$ cat src/rtl/ffha_pkg.sv
`timescale 1ns / 1ps

package ffha_pkg;

    localparam int MAX_BLOCKS   = 64;
    localparam int HEADER_BYTES = 24;
    localparam int IDX_W        = $clog2(MAX_BLOCKS);
    localparam int CNT_W        = $clog2(MAX_BLOCKS + 1);

    localparam logic [31:0] HDR = 32'(HEADER_BYTES);
    localparam logic [CNT_W-1:0] CNT_FULL = CNT_W'(MAX_BLOCKS);

    localparam logic OP_ALLOC = 1'b0;
    localparam logic OP_FREE  = 1'b1;

    localparam logic [2:0] STAT_OK      = 3'd0;
    localparam logic [2:0] STAT_ZERO    = 3'd1;
    localparam logic [2:0] STAT_NOSPACE = 3'd2;
    localparam logic [2:0] STAT_FULL    = 3'd3;
    localparam logic [2:0] STAT_UNKNOWN = 3'd4;

    typedef enum logic [1:0] {
        S_IDLE,
        S_SCAN,
        S_RESULT
    } t_state;

    // Commands from the controller to the datapath.
    typedef struct packed {
        logic load;
        logic scan;
        logic finish;
    } t_dp_cmd;

    // Status from the datapath to the controller.
    typedef struct packed {
        logic trivial;
        logic hit;
        logic done;
    } t_dp_sts;

endpackage

$ cat src/rtl/ffha_ctrl.sv
`timescale 1ns / 1ps

module ffha_ctrl (
    input  logic              i_clk,
    input  logic              i_rst_n,
    input  logic              i_in_valid,
    input  logic              i_out_ready,
    input  ffha_pkg::t_dp_sts i_sts,
    output logic              o_in_ready,
    output logic              o_out_valid,
    output ffha_pkg::t_dp_cmd o_cmd
);

    ffha_pkg::t_state r_state;
    ffha_pkg::t_state n_state;
    logic             w_end;

    // The scan ends on a trivial request, on the first matching entry, or after the last entry.
    assign w_end = i_sts.trivial || i_sts.hit || i_sts.done;

    always_ff @(posedge i_clk) begin
        if (!i_rst_n) begin
            r_state <= ffha_pkg::S_IDLE;
        end else begin
            r_state <= n_state;
        end
    end

    always_comb begin
        n_state = r_state;
        case (r_state)
            ffha_pkg::S_IDLE: begin
                if (i_in_valid) begin
                    n_state = ffha_pkg::S_SCAN;
                end
            end
            ffha_pkg::S_SCAN: begin
                if (w_end) begin
                    n_state = ffha_pkg::S_RESULT;
                end
            end
            ffha_pkg::S_RESULT: begin
                if (i_out_ready) begin
                    n_state = ffha_pkg::S_IDLE;
                end
            end
            default: begin
                n_state = ffha_pkg::S_IDLE;
            end
        endcase
    end

    always_comb begin
        o_in_ready  = 1'b0;
        o_out_valid = 1'b0;
        o_cmd       = '0;
        case (r_state)
            ffha_pkg::S_IDLE: begin
                o_in_ready = 1'b1;
                o_cmd.load = i_in_valid;
            end
            ffha_pkg::S_SCAN: begin
                o_cmd.scan   = !w_end;
                o_cmd.finish = w_end;
            end
            ffha_pkg::S_RESULT: begin
                o_out_valid = 1'b1;
            end
            default: begin
                o_cmd = '0;
            end
        endcase
    end

endmodule

$ cat config.mk
export PLATFORM = sky130hd
export DESIGN_NAME = ffha_ctrl
export DESIGN_NICKNAME = d
export VERILOG_FILES = /design/src/rtl/ffha_pkg.sv /design/src/rtl/ffha_ctrl.sv
export SDC_FILE = /design/constraint.sdc
export NUM_CORES = 1
export LEC_CHECK = 0
export ABC_CLOCK_PERIOD_IN_PS = 1600
export BUFFER_PORTS_ARGS = -buffer_cell sky130_fd_sc_hd__buf_4
export CAP_MARGIN = 15
export CORE_AREA = 2 2 39 41
export CTS_BUF_LIST = sky130_fd_sc_hd__clkbuf_4 sky130_fd_sc_hd__clkbuf_8
export DETAILED_ROUTE_END_ITERATION = 16
export DIE_AREA = 0 0 41 43
export RECOVER_POWER = 25
export REMOVE_ABC_BUFFERS = 1
export SLEW_MARGIN = 5
export SYNTH_ARGS = -nofsm -noshare
export SYNTH_HDL_FRONTEND = slang
export SYNTH_SLANG_ARGS = --single-unit
$ cat constraint.sdc
create_clock -name i_clk -period 1.6 [get_ports i_clk]
set_clock_uncertainty 0.15 [all_clocks]
set_input_delay 0.08 -clock i_clk [delete_from_list [all_inputs] [get_ports i_clk]]
set_output_delay 0.08 -clock i_clk [all_outputs]
set_load 0.02 [all_outputs]
After elaboration in Yosys (flattened, before gate mapping) --
Cells that the tools add are included.
Word-level totals: register bits 2, latch bits 0, memory bits (writable) 0, memory bits (read-only) 0, output and inout bits 5, word-level logic and storage cells 19, memories kept 0
Operators by class: add/subtract/negate cells 0, $mul 0, div/mod/pow operators 0, order comparisons 0, equal/unequal tests 5, shift-type cells 0, multiplexer cells 8, bitwise gates (word level) 0, reduce and logical (&&, ||, !) cells 5
Operators with widths (number):
- 2-bit 2-to-1 mux | 4
- 2-bit inequality test (second input constant) | 3
- 2-bit case mux with 3 select lines | 1
- 1-bit 2-to-1 mux | 3
- 3-bit AND reduction | 1
- 2-bit by 1-bit == test with 1-bit output (second input constant) | 1
- 2-bit == test (second input constant) | 1
- 2-bit logical NOT | 1
- 1-bit logical OR | 2
- 1-bit logical NOT | 1

Depth between registers and ports, before layout --
word-level depth 4, depth in mapped cells 2, depth with buffers taken out 2

Worst setup path before layout --
No wires, ideal clock.
path kind register to output, from register r_state[0], to output o_cmd[2] in the netlist's numbering, arrival 0.939 ns, slack 0.431 ns, stages on the path, launching flop included 3, buffers on the path 0, cells stage by stage dfxtp_1 -> nor2_1 -> and2_1
RTL lines:
- start: declaration | line ffha_ctrl.sv:14 | ffha_pkg::t_state r_state;
- start signal: assignment | line ffha_ctrl.sv:23 | r_state <= ffha_pkg::S_IDLE;
- start signal: assignment | line ffha_ctrl.sv:25 | r_state <= n_state;
- end: declaration | line ffha_ctrl.sv:11 | output ffha_pkg::t_dp_cmd o_cmd

Worst setup path after layout --
from input i_out_ready, to register r_state[1]
On the way: longest elaborated chain between the ends 2
RTL lines:
- start: declaration | line ffha_ctrl.sv:7 | input logic i_out_ready,
- 2-bit inequality test (no source line)
- 3-bit AND reduction (no source line)
No other way between the ends. A chain may end at the register's enable or synchronous reset.

==> results.json <==
{
  "critPathRequiredTime_ns": 1.61,
  "netlist_area_um2": 129,
  "chipHeight_um": 43,
  "clk_pin_slew_worst_paths_ns": 0.03,
  "max_cap_violations": 0,
  "portBuffers": 11,
  "drtIter0Drc": 4,
  "ys_seq_area_share_pct": 31.1,
  "worst_path_dominant_cell_family": "buffers and inverters",
  "synth.most_common_cell": "nor2_1",
  "setup_viol": 0,
  "dr.pass1.iters": 2,
  "final.setup.tns_ns": 0,
  "nNetsFinal": 42,
  "synth_top_area_share_pct": 31.1,
  "drive_gt1_share_pct": 48.5,
  "hold_path.startpoint": "i_sts[2]",
  "tightest_slew_ns": 0.279,
  "syn_area_per_cell_um2": 8.59,
  "ys_async_sr_fraction_pct": 0,
  "grt_usage_pct": 6.81,
  "cp_common_cell": "dlygate4sd3_1",
  "worstSetupEndpointType": "flop",
  "dieArea_um2": 1760,
  "clock_sinks": 2,
  "crit_type": "input pin to flop",
  "dp_cells": 42,
  "vias": 180,
  "largest_reg_flops": 2,
  "antenna_found_initial": 0,
  "reg2reg_from": "r_state[1]",
  "p_per_area_nw_per_um2": 796,
  "arrival_ns": 1.51,
  "synth_edf_count": 0,
  "rows": 14,
  "globalplace.congestion": 0.660,
  "drc": 0,
  "cts_tree": "built",
  "cts-buffers-inserted": 3,
  "antenna_cells": 0,
  "overflow": 0,
  "die_w_um": 41,
  "yosysWarnings": 0,
  "crit_start": "i_out_ready",
  "cp_slowest_cell": "dlygate4sd3_1",
  "slew_headroom_pct": 81.3,
  "grt_max_degree": 6,
  "hold_viol": 0,
  "core_area_um2": 1380,
  "wire_per_inst_um": 8.47,
  "fin_hold_ws_ns": 0.380,
  "viasPerCell": 3.67,
  "synth-main-ff-cell": "dfxtp_1",
  "grt_pass1_vias": 196,
  "rsz0062_at_grt": "no",
  "status": "finished clean",
  "ys_top_cells_by_count": "nor2_1, dfxtp_1, nor2b_1",
  "fmaxAchievable_mhz": 669,
  "grt_first_pass_wirelength_um": 779,
  "synth.largest_area_cell": "dfxtp_1",
  "start_util_pct": 9.31,
  "yosysUniqueCellTypes": 11,
  "post-route-period-util_pct": 93.5,
  "report.power.total_uw": 233,
  "vdd_drop_max_uv": 152,
  "boundaryPins": 12,
  "final_util_pct": 21.2,
  "ant_nets": 0,
  "path_max_fanout": 1,
  "cp_num_buf_inv": 3,
  "finalCriticalPeriod_ns": 1.50,
  "cp-start-kind": "input pin",
  "synth_cells": 15,
  "regMostFlops": "r_state",
  "reg_top3": "r_state (2)",
  "slew_viol_final": 0,
  "area_growth_pct": 127,
  "clock_latency_ns": 0.22,
  "hp-class": "input pin to output port",
  "cp_cell_sequence": "dlygate4sd3_1 > buf_4 > nor2b_2 > o2bb2ai_1 > dlygate4sd3_1",
  "finalNonFillerCells": 49,
  "cpPeakStageDelay_ns": 0.56,
  "clk_path_buf_depth": 2,
  "finalWirelength_um": 415,
  "ys_ff_latch": 2,
  "synth.area.top_cells": "dfxtp_1, nor2b_1, nand4bb_1",
  "cts_setup_buffers": 0,
  "cts-root-buf": "clkbuf_4",
  "htree_levels": 1,
  "leakage_nw": 0.130
}
-- report_power, final --
part | internal [mW] | leakage [nW] | switching (mW)
sequential | 0.0538 | 0.0165 | 0.00396
clock | 0.0828 | 0.0138 | 0.0293
combinational | 0.0353 | 0.0995 | 0.0278
total | 0.172 | 0.130 | 0.0611
-- metal layers --
metal,share of wire (%),track usage (%)
met1,38,7.01
met2,51,9.38
met3,10,3.66
met4,0,6.00
met5,0,0
-- tightest hold or removal path: cells and delay by family --
family / cells / cell delay, ns
buf+inv: 2 / 0.22
simple gates: 2 / 0.14
-- worst paths after layout --
| check | end | slack, ns | cells after the start |
|---|---|---|---|
| worst max register to register | r_state[1] | 0.13 | 3 |
| worst max-delay path | r_state[1] | 0.10 | 5 |
| worst min register to register | r_state[0] | 0.96 | 3 |
| worst min-delay path | o_cmd[0] | 0.38 | 4 |
-- area by class of cell --
cell class | count | area (µm²)
Fill cell | 156 | 1090
Timing Repair Buffer | 15 | 119
Clock buffer | 3 | 22.5
Multi-Input combinational cell | 13 | 91.3
Tap cell | 16 | 20.0
Sequential cell | 2 | 40.0
-- cell families after synthesis --
group	count (synthesis)	share of synthesized area (%)
simple gates	11	55.3
flops	2	31.1
compound gates	2	13.6
-- stage by stage --
stage	instance area, µm²	setup WS (ns)
after global routing	293	0.0296
after CTS	294	0.106
after detailed placement	231	0.534
after global placement	231	0.541
final	293	0.105
after floorplan	129	0.431
-- placed cells by master (no fill, tap or decap) --
cell / n
nand2b_1: 1
nand3b_1: 1
nor2b_2: 1
o2bb2ai_1: 1
and2_1: 1
dlygate4sd3_1: 4
o21ai_2: 1
clkbuf_4: 3
buf_4: 10
nand4bb_1: 1
dfxtp_1: 2
nor2b_1: 1
or3_4: 1
nor3_1: 1
clkbuf_1: 1
nor2_1: 3
-- timing repair --
action,in CTS,in global routing
hold buffers,4,0
setup endpoints to repair,0,1
resized for setup,0,1
hold endpoints to repair,2,0
(Power assumes the default switching activity.)
